**config.mk**
```make
export PLATFORM = sky130hd
export DESIGN_NAME = byte_sequence_search_unit
export DESIGN_NICKNAME = d
export VERILOG_FILES = /design/src/rtl/core/bss_pkg.sv /design/src/rtl/core/bss_cell.sv /design/src/rtl/core/byte_sequence_search_unit.sv
export SDC_FILE = /design/constraint.sdc
export NUM_CORES = 1
export LEC_CHECK = 0
export BUFFER_PORTS_ARGS = -buffer_cell sky130_fd_sc_hd__buf_2
export CELL_PAD_IN_SITES_DETAIL_PLACEMENT = 0
export CELL_PAD_IN_SITES_GLOBAL_PLACEMENT = 2
export CORE_MARGIN = 2
export CORE_UTILIZATION = 30
export CTS_CLUSTER_DIAMETER = 200
export CTS_CLUSTER_SIZE = 30
export DETAILED_ROUTE_END_ITERATION = 6
export PLACE_DENSITY_LB_ADDON = 0.05
export SLEW_MARGIN = 20
export SYNTH_ARGS = -nofsm -noshare
export SYNTH_HDL_FRONTEND = slang
export SYNTH_SLANG_ARGS = --single-unit
```
**constraint.sdc**
```tcl
create_clock -name aclk -period 6.4 [get_ports aclk]
set_input_delay 1.6 -clock aclk [delete_from_list [all_inputs] [get_ports aclk]]
set_output_delay 1.6 -clock aclk [all_outputs]
set_load 0.01 [all_outputs]
```
**src/rtl/core/bss_pkg.sv**
```systemverilog
`timescale 1ns / 1ps
// ----------------------------------------------------------------------------
// Byte sequence search package
// Shared sizes, configuration register indexes and transfer types.
// ----------------------------------------------------------------------------
package bss_pkg;

    // Longest pattern searched; one compare cell per pattern byte.
    localparam int PATTERN_MAX   = 16;
    // Position counter range is 2^POSITION_BITS bytes.
    localparam int POSITION_BITS = 16;
    localparam int COUNT_W       = POSITION_BITS + 1;

    // Fixed by the register map: two 64-bit pattern words, 5-bit length.
    localparam int CFG_DATA_W    = 64;
    localparam int CFG_IDX_W     = 2;
    localparam int PAT_BYTES     = 16;
    localparam int PAT_IDX_W     = 4;
    localparam int LEN_W         = 5;
    localparam int MATCH_POS_W   = 16;

    localparam logic [COUNT_W-1:0] COUNT_LIMIT = COUNT_W'(1) << POSITION_BITS;

    localparam logic [CFG_IDX_W-1:0] CFG_PATTERN_LOW    = 2'd0;
    localparam logic [CFG_IDX_W-1:0] CFG_PATTERN_HIGH   = 2'd1;
    localparam logic [CFG_IDX_W-1:0] CFG_PATTERN_LENGTH = 2'd2;

    typedef struct packed {
        logic [7:0] data_byte;
        logic       last_byte;
    } in_item_t;

    typedef struct packed {
        logic                   found;
        logic [MATCH_POS_W-1:0] match_position;
        logic                   too_long;
    } out_item_t;

    typedef struct packed {
        logic shift;
        logic clear;
    } cell_ctrl_t;

    // Byte i of the 16-byte pattern, byte 0 in bits 7:0 of the low word.
    function automatic logic [7:0] pattern_byte(
        input logic [CFG_DATA_W-1:0] pat_low,
        input logic [CFG_DATA_W-1:0] pat_high,
        input logic [PAT_IDX_W-1:0]  idx
    );
        logic [2*CFG_DATA_W-1:0] pat_all;
        pat_all = {pat_high, pat_low};
        return pat_all[8*idx +: 8];
    endfunction

endpackage

```
**src/rtl/core/bss_cell.sv**
```systemverilog
`timescale 1ns / 1ps
// ----------------------------------------------------------------------------
// Byte sequence search compare cell
// Compares the byte arriving from its neighbor with one pattern byte and
// holds that byte for the next cell down the window.
// ----------------------------------------------------------------------------
module bss_cell (
    input  logic                aclk,
    input  bss_pkg::cell_ctrl_t ctrl,
    input  logic [7:0]          byte_in,
    input  logic [7:0]          ref_byte,
    input  logic                active,
    output logic [7:0]          byte_out,
    output logic                miss
);

    logic [7:0] byte_reg;

    always_ff @(posedge aclk) begin
        if (ctrl.clear) begin
            byte_reg <= 8'd0;
        end else if (ctrl.shift) begin
            byte_reg <= byte_in;
        end
    end

    assign byte_out = byte_reg;
    assign miss     = active && (byte_in != ref_byte);

endmodule

```
**src/rtl/core/byte_sequence_search_unit.sv**
```systemverilog
`timescale 1ns / 1ps
// ----------------------------------------------------------------------------
// Byte sequence search unit
// Streams a buffer one byte per transfer and reports the first occurrence of
// a configured pattern of up to 16 bytes at the byte marked last.
// ----------------------------------------------------------------------------
// Takes one byte every clock cycle. A row of compare cells holds the most
// recent bytes and tests the full window against the pattern in the cycle the
// byte is taken, so the result for a buffer appears on m_valid in the cycle after
// the transfer of its last byte. The result sits in an output register; new
// bytes keep flowing while it waits unless that register is full and stalled.
// Write pattern_low, pattern_high and pattern_length through the cfg port
// between buffers. An empty pattern reports a match at offset 0. Buffers
// longer than 2^16 bytes set too_long; only matches ending in the first 2^16
// bytes are found.
// ----------------------------------------------------------------------------
module byte_sequence_search_unit (
    input  logic                               aclk,
    input  logic                               aresetn,
    input  logic                               cfg_we,
    input  logic [bss_pkg::CFG_IDX_W-1:0]      cfg_addr,
    input  logic [bss_pkg::CFG_DATA_W-1:0]     cfg_wdata,
    input  logic                               s_valid,
    output logic                               s_ready,
    input  bss_pkg::in_item_t                  s_data,
    output logic                               m_valid,
    input  logic                               m_ready,
    output bss_pkg::out_item_t                 m_data
);

    logic [bss_pkg::CFG_DATA_W-1:0]    pat_low_reg;
    logic [bss_pkg::CFG_DATA_W-1:0]    pat_high_reg;
    logic [bss_pkg::LEN_W-1:0]         pat_len_reg;

    logic [bss_pkg::COUNT_W-1:0]       bytes_seen_reg, bytes_seen_next;
    logic                              match_seen_reg, match_seen_next;
    logic [bss_pkg::POSITION_BITS-1:0] first_match_reg, first_match_next;
    logic                              overflow_reg, overflow_next;
    logic                              m_valid_reg, m_valid_next;
    bss_pkg::out_item_t                m_data_reg, m_data_next;

    logic                              s_fire;
    bss_pkg::cell_ctrl_t               cell_ctrl;
    logic [7:0]                        link [bss_pkg::PATTERN_MAX];
    logic [bss_pkg::PATTERN_MAX-1:0]   cell_miss;
    logic                              saturated;
    logic [bss_pkg::COUNT_W-1:0]       count;
    logic [bss_pkg::COUNT_W-1:0]       len_ext;
    logic                              len_ok;
    logic                              hit;

    // configuration registers
    always_ff @(posedge aclk) begin
        if (!aresetn) begin
            pat_low_reg  <= '0;
            pat_high_reg <= '0;
            pat_len_reg  <= '0;
        end else if (cfg_we) begin
            unique case (cfg_addr)
                bss_pkg::CFG_PATTERN_LOW:    pat_low_reg  <= cfg_wdata;
                bss_pkg::CFG_PATTERN_HIGH:   pat_high_reg <= cfg_wdata;
                bss_pkg::CFG_PATTERN_LENGTH: pat_len_reg  <= cfg_wdata[bss_pkg::LEN_W-1:0];
                default: ;
            endcase
        end
    end

    assign s_ready         = !m_valid_reg || m_ready;
    assign s_fire          = s_valid && s_ready;
    assign cell_ctrl.shift = s_fire;
    assign cell_ctrl.clear = s_fire && s_data.last_byte;

    // cell j compares the byte j places back from the newest with
    // pattern byte len-1-j
    assign link[0] = s_data.data_byte;

    for (genvar j = 0; j < bss_pkg::PATTERN_MAX; j++) begin : g_cell
        logic [bss_pkg::LEN_W-1:0] ref_idx;
        logic                      cell_active;

        assign ref_idx     = pat_len_reg - bss_pkg::LEN_W'(j + 1);
        assign cell_active = bss_pkg::LEN_W'(j) < pat_len_reg;

        if (j < bss_pkg::PATTERN_MAX - 1) begin : g_mid
            bss_cell u_cell (
                .aclk     (aclk),
                .ctrl     (cell_ctrl),
                .byte_in  (link[j]),
                .ref_byte (bss_pkg::pattern_byte(pat_low_reg, pat_high_reg,
                                                 ref_idx[bss_pkg::PAT_IDX_W-1:0])),
                .active   (cell_active),
                .byte_out (link[j+1]),
                .miss     (cell_miss[j])
            );
        end else begin : g_end
            bss_cell u_cell (
                .aclk     (aclk),
                .ctrl     (cell_ctrl),
                .byte_in  (link[j]),
                .ref_byte (bss_pkg::pattern_byte(pat_low_reg, pat_high_reg,
                                                 ref_idx[bss_pkg::PAT_IDX_W-1:0])),
                .active   (cell_active),
                .byte_out (),
                .miss     (cell_miss[j])
            );
        end
    end

    assign saturated = (bytes_seen_reg == bss_pkg::COUNT_LIMIT);
    assign count     = bytes_seen_reg + bss_pkg::COUNT_W'(1);
    assign len_ext   = bss_pkg::COUNT_W'(pat_len_reg);
    assign len_ok    = (pat_len_reg != '0)
                    && (pat_len_reg <= bss_pkg::LEN_W'(bss_pkg::PATTERN_MAX));
    assign hit       = !saturated && !match_seen_reg && len_ok && (count >= len_ext)
                    && (cell_miss == '0);

    always_comb begin
        bytes_seen_next  = bytes_seen_reg;
        match_seen_next  = match_seen_reg;
        first_match_next = first_match_reg;
        overflow_next    = overflow_reg;
        m_valid_next     = m_valid_reg;
        m_data_next      = m_data_reg;

        if (m_ready) begin
            m_valid_next = 1'b0;
        end

        if (s_fire) begin
            if (saturated) begin
                overflow_next = 1'b1;
            end else begin
                bytes_seen_next = count;
            end
            if (hit) begin
                match_seen_next  = 1'b1;
                first_match_next = bss_pkg::POSITION_BITS'(count - len_ext);
            end

            if (s_data.last_byte) begin
                m_valid_next              = 1'b1;
                m_data_next.too_long      = overflow_next;
                if (pat_len_reg == '0) begin
                    m_data_next.found          = 1'b1;
                    m_data_next.match_position = '0;
                end else if (match_seen_next) begin
                    m_data_next.found          = 1'b1;
                    m_data_next.match_position = bss_pkg::MATCH_POS_W'(first_match_next);
                end else begin
                    m_data_next.found          = 1'b0;
                    m_data_next.match_position = '0;
                end
                // ready for the next buffer
                bytes_seen_next  = '0;
                match_seen_next  = 1'b0;
                first_match_next = '0;
                overflow_next    = 1'b0;
            end
        end
    end

    always_ff @(posedge aclk) begin
        if (!aresetn) begin
            bytes_seen_reg  <= '0;
            match_seen_reg  <= 1'b0;
            first_match_reg <= '0;
            overflow_reg    <= 1'b0;
            m_valid_reg     <= 1'b0;
        end else begin
            bytes_seen_reg  <= bytes_seen_next;
            match_seen_reg  <= match_seen_next;
            first_match_reg <= first_match_next;
            overflow_reg    <= overflow_next;
            m_valid_reg     <= m_valid_next;
        end
    end

    always_ff @(posedge aclk) begin
        m_data_reg <= m_data_next;
    end

    assign m_valid = m_valid_reg;
    assign m_data  = m_data_reg;

endmodule

```
# [Word level (Yosys, flattened, before mapping)]
# Index checks and enable logic that the tools add are counted.
[word_totals] register_bits=307 wordCells=149
[classes] n_mux=13 shifts=16 n_lt_le_gt_ge=18 n_addsub=18 bitwise_logic=1 n_reduce_logical=37 n_eq_ne=20
[ops] op="128-bit by 8-bit variable part select with 8-bit output" n=16
[ops] op="8-bit inequality test" n=16
[ops] op="17-bit 2-to-1 mux" n=3
[ops] op="4-bit by 5-bit < comparator with 1-bit output (first input constant)" n=8
[ops] op="16-bit 2-to-1 mux" n=2
[ops] op="4-bit subtractor (second input constant)" n=8
[ops] op="1-bit logical AND" n=23
[ops] op="3-bit by 5-bit < comparator with 1-bit output (first input constant)" n=4
[ops] op="17-bit by 1-bit adder with 17-bit output (second input constant)" n=1
[ops] op="17-bit equality test (second input constant)" n=1
[ops] op="17-bit by 5-bit >= comparator with 1-bit output" n=1
[ops] op="16-bit logical NOT" n=1
[ops] op="16-bit by 5-bit subtractor with 16-bit output" n=1
[ops] op="4-bit by 3-bit subtractor with 4-bit output (second input constant)" n=4
[ops] op="1-bit by 5-bit < comparator with 1-bit output (first input constant)" n=2
[ops] op="2-bit by 5-bit < comparator with 1-bit output (first input constant)" n=2
[ops] op="2-bit AND reduction" n=5
[ops] op="1-bit 2-to-1 mux" n=8
[ops] op="4-bit by 1-bit subtractor with 4-bit output (second input constant)" n=2
[ops] op="4-bit by 2-bit subtractor with 4-bit output (second input constant)" n=2
[ops] op="5-bit <= comparator (second input constant)" n=1
[ops] op="5-bit logical NOT" n=1
[ops] op="5-bit nonzero test" n=1
[ops] op="1-bit logical NOT" n=3
[ops] op="other kinds (7)" n=7

# [Longest topological paths before layout]
# Gate-level depths: netlist of run 1.
[logic_depth] ltp_word=10 ltp_mapped=23 mapped_depth_nobuf=14

# [Modules after synthesis]
# From an unflattened synthesis of run 1, not the netlist that was laid out.
[hier_totals] hier_cells=1950 area_unflattened_um2=20180.6
[by_module_without_submodules] mod="byte_sequence_search_unit" area_each_um2=14234.9 instances=1 cells_each=1358
[by_module_without_submodules] mod="bss_cell" area_each_um2=371.6 instances=16 cells_each=37

# [Least setup slack after synthesis of run 1]
# Ideal clock, no wire load.
[synth_timing] path_kind="flip-flop to flip-flop" start="register pat_len_reg[1] (netlist bit)" end="register m_data_reg (netlist bit m_data[1]) (data pin)" path_slack_ns=0.637 setup_ns=0.140 required_ns=6.260 path_buffers=7 stages_incl_launch_ff=19 t_arrival_ns=5.623 path_cell_list="dfxtp_1 clkbuf_1 buf_1 clkbuf_1 buf_2 inv_1 ha_1 buf_6 buf_6 mux4_2 mux4_2 xor2_1 a2111oi_2 a21oi_1 or4b_4 or4_4 clkbuf_1 o31a_1 nor2_1"
[synth_between] elab_chain_cells=10 elab_cells_between_ends=94 classes_between="add/sub: 16; order compare: 18; eq/ne: 16; shift: 16; mux: 3; bitwise: 1; reduce/logical: 24"
[synth_rtl] element="from (decl)" line_no="byte_sequence_search_unit.sv:33" rtl="logic [bss_pkg::LEN_W-1:0] pat_len_reg;"
[synth_rtl] element="from (signal assigned)" line_no="byte_sequence_search_unit.sv:62" rtl="bss_pkg::CFG_PATTERN_LENGTH: pat_len_reg <= cfg_wdata[bss_pkg::LEN_W-1:0];"
[synth_rtl] element="4-bit by 1-bit subtractor with 4-bit output, or another cell as far along" line_no="byte_sequence_search_unit.sv:81" rtl="assign ref_idx = pat_len_reg - bss_pkg::LEN_W'(j + 1);"
[synth_rtl] element="128-bit by 8-bit variable part select with 8-bit output" line_no="bss_pkg.sv:52" rtl="return pat_all[8*idx +: 8];"
[synth_rtl] element="8-bit inequality test" line_no="bss_cell.sv:28" rtl="assign miss = active && (byte_in != ref_byte);"
[synth_rtl] element="1-bit logical AND" line_no="bss_cell.sv:28"
[synth_rtl] element="16-bit logical NOT" line_no="byte_sequence_search_unit.sv:115" rtl="&& (cell_miss == '0);"
[synth_rtl] element="1-bit logical AND" line_no="byte_sequence_search_unit.sv:115"
[synth_rtl] element="1-bit 2-to-1 mux" line_no="byte_sequence_search_unit.sv:135" rtl="if (hit) begin"
[synth_rtl] element="1-bit 2-to-1 mux" line_no="byte_sequence_search_unit.sv:129" rtl="if (s_fire) begin"
[synth_rtl] element="1-bit NOT (no source line)"
[synth_rtl] element="2-bit OR reduction (no source line)"
[synth_rtl] element="to (signal assigned)" line_no="byte_sequence_search_unit.sv:179" rtl="m_data_reg <= m_data_next;"
[synth_rtl] element="to (decl)" line_no="byte_sequence_search_unit.sv:40" rtl="bss_pkg::out_item_t m_data_reg, m_data_next;"
# Parallel ways exist; a longest one is shown, timed or not. The select of a mux whose other input is x is not followed.
# A chain may end at the register's enable or synchronous reset.

# [Worst setup path in the final report of run 1]
[layout_timing] start="register pat_len_reg[1] (netlist bit)" end="register first_match_reg[13] (netlist bit)"
[layout_between] elab_chain_cells=8 elab_cells_between_ends=91 classes_between="add/sub: 17; order compare: 18; eq/ne: 16; shift: 16; mux: 2; reduce/logical: 22"
[layout_rtl] element="4-bit by 1-bit subtractor with 4-bit output, or another cell as far along" line_no="byte_sequence_search_unit.sv:81"
[layout_rtl] element="128-bit by 8-bit variable part select with 8-bit output" line_no="bss_pkg.sv:52"
[layout_rtl] element="8-bit inequality test" line_no="bss_cell.sv:28"
[layout_rtl] element="1-bit logical AND" line_no="bss_cell.sv:28"
[layout_rtl] element="16-bit logical NOT" line_no="byte_sequence_search_unit.sv:115"
[layout_rtl] element="1-bit logical AND" line_no="byte_sequence_search_unit.sv:115"
[layout_rtl] element="16-bit 2-to-1 mux *" line_no="byte_sequence_search_unit.sv:135"
[layout_rtl] element="16-bit 2-to-1 mux *" line_no="byte_sequence_search_unit.sv:140" rtl="if (s_data.last_byte) begin"
[layout_rtl] element="to (signal assigned)" line_no="byte_sequence_search_unit.sv:172" rtl="first_match_reg <= first_match_next;"
[layout_rtl] element="to (decl)" line_no="byte_sequence_search_unit.sv:37" rtl="logic [bss_pkg::POSITION_BITS-1:0] first_match_reg, first_match_next;"
# Every way passes the cells marked *; elsewhere a longest branch is shown, timed or not.

==> results.toml, run 1 <==
[logic_synthesis]
synth-simple-area-share_pct = 20.0
async_flop_share_pct = 0
synth_flop_cell = "dfxtp_1"
synth_area_um2 = 21900
synthAdderAreaFrac_pct = 1.01
synth_top_area_share_pct = 26.9
netlist_instances = 2265
ys_ff_latch = 307
synth_edf_count = 18
synth_xor_xnor_area_share_pct = 6.52
synth_area_leaders = "mux4_2 27%, dfxtp_1 26%, nand2_1 9.4%, mux2i_1 4.9%, nand3b_1 4.4%"
synthesis.nets = 2362
muxShareOfSynthArea_pct = 32.0
yosys.area.top_type = "mux4_2"
synthTopCellsByCount = "547 x nand2_1, 289 x dfxtp_1, 261 x mux4_2"
ys_warn_count = 0
yosysMostFrequentCell = "nand2_1"
synth_top_family_by_area = "multiplexers"
ys_seq_area_share_pct = 28.9
ys_types = 63
avgSynthCellArea_um2 = 9.66
synth-compound-area-share_pct = 7.48

[worst_setup_path]
worst-setup-path-type = "flip-flop to flip-flop"
path_cells = "inv_1, ha_4, buf_12, mux4_2, mux4_2, xor2_1, nor4_1, a21oi_1, or4b_4, or4_4, or4_1, o211ai_1"
r2r_start = "pat_len_reg[1]"
reg2regPathDepth = 12
crit_family = "simple AND/OR/NAND/NOR gates"
path_buf_inv = 2
worst-path-max-fanout = 39
slowest_stage = "ha_4"
required_ps = 6900
crit_cells = 12
r2r-end = "first_match_reg[13]"
cp-start-kind = "flip-flop"
max_stage_delay_ps = 700
crit_path_frequent_cell = "mux4_2"
end_kind = "flip-flop"
worst_ep_arrival_time_ps = 6060
r2r_setup_slack_ps = 840

[hold_path]
min_from = "g_cell[4].g_mid.u_cell.byte_out[1]"
min_to = "g_cell[4].g_mid.u_cell.byte_out[1]"
hold_path.class = "flip-flop to flip-flop"
whs_path_depth = 2

[route]
drt_wl_total_um = 94700
drc_errors = 0
drt_iter0_markers = 1881
routed_via_density = 5.75
dr.pass1.iters = 5
ant_nets = 0
vias = 18400
wire_per_inst_um = 29.6

[global_route]
grt_pass1_vias = 17400
grtUsageTotal_pct = 24.9
antenna_found_initial = 0
grt_max_degree = 117
overflow = 0
grt_pass1_wl_um = 135000

[finish]
largest_reg_flops = 120
syn2layout_area_growth_pct = 8.08
diodes = 0
drive_above_1_share_pct = 20.2
fin_cells = 3198
postLayoutCoreUtil_pct = 32.6
fin_nets = 2332

[power]
p_clk_share_pct = 28.0
combPwrFrac_pct = 21.9
p_int_mw = 2.78
seqPwrFrac_pct = 50.1
power_density_nw_per_um2 = 176
power_leakage_nw = 8.24
power.switching_mw = 1.39
peakVddDrop_mv = 0.149
netSwitchingFraction_pct = 33.4

[clock_tree]
cts.path.max_buffers = 3
cts_max_level = 1
worstSkewPairLatency_ps = 570
cts_tree = "yes"
post_cts.repair.setup_buffers = 0
cts_resized = 0
cts_sinks = 307
root_buffer = "clkbuf_16"
cts_buffers = 14
hold_buffers = 0
clkSlewWorstSetupHoldPaths_ps = 130

[sta]
drv_slew = 0
period_share_pct = 86.9
grt_setup_unrepaired = "no"
tns_ps = 0
min_period_ps = 5560
skew_ps = 51.7
setup_viol = 0
max_slew_margin_pct = 28.2
tightest_slew_ps = 1070
hold_viol = 0
fmaxAchievable_mhz = 180
setup_ws_ps = 840

[floorplanning]
num_rows = 99
core-area_um2 = 72600
io_pins = 100
start_util_pct = 30.1
fp.dieW_um = 274
die_area_um2 = 75100
die_h_um = 274

[placement]
hpwl_um = 72000
port_buffers = 99
pre_cts_slack_ps = 829
place.gp.congestion = 0.968
placed_cells = 3178

[status]
status = "finished, final reports clean"

[run]
drv_cap = 0
==> layout by cell type (no fill, tap or decap), types with 43 or more instances in the layout <==
cell type and count:
a21oi_1 170, nor2_1 53, xor2_1 58, nand3b_1 129, mux2i_1 107, dfxtp_1 285
nand2_1 546, xnor2_1 97, buf_2 98, nand3_1 43, mux4_2 261
==> power groups by stage <==
stage | combinational (mW) | clock, mW | sequential, mW
floorplan | 0.608 | 0 | 2.07
global placement | 0.913 | 0 | 2.13
detailed placement | 0.914 | 0 | 2.13
CTS | 0.915 | 1.22 | 2.09
global route | 0.973 | 1.27 | 2.09
finish | 0.913 | 1.17 | 2.09
==> tightest hold or removal path, cell delays in order (launching register included) <==
cell     delay [ps]
dfxtp_1         350
nand2_1          60
nand2_1          40
==> routing by layer <==
| layer | global-route usage (%) | share of wire [%] | up-vias |
|---|---|---|---|
| li1 | - | - | 8224 |
| met1 | 35.0 | 45 | 9393 |
| met2 | 39.0 | 45 | 656 |
| met3 | 3.94 | 6.3 | 104 |
| met4 | 8.28 | 3.8 | 0 |
| met5 | 0 | 0 | - |
==> cell families (layout without fill, tap and decap cells) <==
family	Yosys count	in the layout
buf+inv	209	183
xor+xnor	162	162
flops	307	307
fa+ha+maj	17	17
compound gates	279	279
simple gates	919	919
mux	372	372
==> through the flow <==
stage | total power [mW] | hold WS, ps | cell area, µm²
after floorplan | 2.67 | 430 | 21900
after global placement | 3.04 | 452 | 23200
after detailed placement | 3.04 | 461 | 23200
after CTS | 4.22 | 479 | 23600
after global routing | 4.33 | 491 | 23600
final | 4.17 | 478 | 23600
==> how the worst max path moves through the flow <==
| stage | from | endpoint | slack (ps) |
|---|---|---|---|
| after floorplan | pat_len_reg[1] | m_data[1] | 640 |
| after global placement | pat_len_reg[1] | first_match_reg[9] | 920 |
| after detailed placement | pat_len_reg[1] | first_match_reg[13] | 830 |
| after CTS | pat_len_reg[1] | first_match_reg[13] | 840 |
| after global routing | pat_len_reg[1] | first_match_reg[13] | 530 |
| final | pat_len_reg[1] | first_match_reg[13] | 840 |
==> layout make-up <==
type / instances / area [µm²]
clock buffers: 19 / 390
clock inverters: 1 / 30.0
fillers: 7561 / 48900
inverters: 21 / 81.3
multi-input cells: 1749 / 14700
flip-flops and latches: 307 / 6340
well taps: 959 / 1200
repair buffers: 142 / 858
No activity file was read; power rests on OpenSTA's default activity.
==> inputs of run 2 (changes only) <==
--- a/config.mk
+++ b/config.mk
@@ -9,7 +9,7 @@
 export CELL_PAD_IN_SITES_DETAIL_PLACEMENT = 0
 export CELL_PAD_IN_SITES_GLOBAL_PLACEMENT = 2
 export CORE_MARGIN = 2
-export CORE_UTILIZATION = 30
+export CORE_UTILIZATION = 41
 export CTS_CLUSTER_DIAMETER = 200
 export CTS_CLUSTER_SIZE = 30
 export DETAILED_ROUTE_END_ITERATION = 6
==> run 2 against run 1 <==
Wire length down 11%. Total power down 2.0%. Flip-flop and latch count unchanged. Clock skew down 14 ps. Core utilization up 12 points. Count of clock-buffer cells in the layout unchanged. Sequential share of layout area up 0.44 points. Register-to-register slack worse by 190 ps. Clock power down 4%. Hold slack worse by 14 ps. Sequential power about the same.
==> results.toml, run 2 (synthesis results as in run 1) <==
[clock_tree]
cts_resized = 0
root_buffer = "clkbuf_16"
hold_buffers = 0
cts.path.max_buffers = 3
cts_max_level = 1
cts_sinks = 307
clkSlewWorstSetupHoldPaths_ps = 120
worstSkewPairLatency_ps = 550
cts_tree = "yes"
cts_buffers = 14
post_cts.repair.setup_buffers = 0

[worst_setup_path]
required_ps = 6870
worst-path-max-fanout = 43
path_cells = "inv_1, ha_4, buf_12, mux4_2, mux4_2, xor2_1, a2111oi_2, a21oi_1, or4b_4, or4_4, or4_1, o211ai_1"
max_stage_delay_ps = 700
end_kind = "flip-flop"
path_buf_inv = 2
worst_ep_arrival_time_ps = 6220
cp-start-kind = "flip-flop"
slowest_stage = "dfxtp_4"
crit_family = "simple AND/OR/NAND/NOR gates"
crit_path_frequent_cell = "mux4_2"
worst-setup-path-type = "flip-flop to flip-flop"

[route]
ant_nets = 0
wire_per_inst_um = 28.9
drt_iter0_markers = 2080
dr.pass1.iters = 5
drc_errors = 0
drt_wl_total_um = 84500
routed_via_density = 6.38
vias = 18600

[global_route]
overflow = 0
antenna_found_initial = 0
grtUsageTotal_pct = 29.9
grt_max_degree = 119
grt_pass1_wl_um = 122000
grt_pass1_vias = 17100

[floorplanning]
num_rows = 84
die_h_um = 235
start_util_pct = 41.5
core-area_um2 = 52700
fp.dieW_um = 235
die_area_um2 = 55200
io_pins = 100

[sta]
max_slew_margin_pct = 19.2
drv_slew = 0
setup_viol = 0
hold_viol = 0
period_share_pct = 89.8
fmaxAchievable_mhz = 174
grt_setup_unrepaired = "no"
skew_ps = 38.1
min_period_ps = 5750
tns_ps = 0
tightest_slew_ps = 1200

[power]
power_leakage_nw = 8.20
power_density_nw_per_um2 = 175
power.total_mw = 4.08
peakVddDrop_mv = 0.186

[finish]
largest_reg_flops = 120
final_area_um2 = 23300
fin_nets = 2323
final_cell_mix = "546 x nand2_1, 285 x dfxtp_1, 261 x mux4_2"
final_common_cell = "nand2_1"
drive_above_1_share_pct = 19.9
syn2layout_area_growth_pct = 6.33
postLayoutCoreUtil_pct = 44.2

[placement]
port_buffers = 99
place_area_um2 = 22800
place.gp.congestion = 0.955
hpwl_um = 63300

[status]
status = "finished, final reports clean"

[run]
drv_cap = 0

[hold_path]
hold_path.class = "flip-flop to flip-flop"
==> run 2: final timing paths <==
kind	from	endpoint	slack, ps	depth (start not counted)
worst min register to register	g_cell[14].g_mid.u_cell.byte_out[0]	g_cell[14].g_mid.u_cell.byte_out[0]	460	2
worst max register to register	pat_len_reg[1]	first_match_reg[13]	650	12
worst min-delay path	g_cell[14].g_mid.u_cell.byte_out[0]	g_cell[14].g_mid.u_cell.byte_out[0]	460	2
worst max-delay path	pat_len_reg[1]	first_match_reg[13]	650	12
==> run 2: tightest hold or removal path, stage by stage, from the launching register on <==
cell	delay, ps
dfxtp_1	340
nand2_1	50
nand2_1	40
==> run 2: layout make-up <==
cell class	count	area, µm²
tap	688	861
multi-input combinational	1749	14800
clock buffer	19	390
inverter	21	81.3
timing repair buffer	133	791
antenna	1	2.50
sequential	307	6340
fill	5122	29400
clock inverter	1	30.0
==> run 2: per-stage QoR <==
| step | setup slack (ps) | hold WS (ps) | cells |
|---|---|---|---|
| 2_1_floorplan | 637 | 430 | 2265 |
| 3_3_place_gp | 825 | 436 | 2898 |
| 3_5_place_dp | 701 | 445 | 2898 |
| 4_1_cts | 683 | 463 | 2918 |
| 5_1_grt | 388 | 478 | 2918 |
| 6_report | 652 | 464 | 2919 |
==> run 2: report_power, final <==
part	leakage [nW]	switching (mW)	internal, mW	total [mW]
clock network	0.201	0.674	0.445	1.12
registers	2.52	0.109	1.98	2.09
logic	5.49	0.530	0.347	0.876
==> run 2: layer usage <==
metal	wire length, µm	GRT usage [%]
met5	0	0
met4	3190	9.32
met3	7750	6.64
met2	37700	45.3
met1	35800	42.4
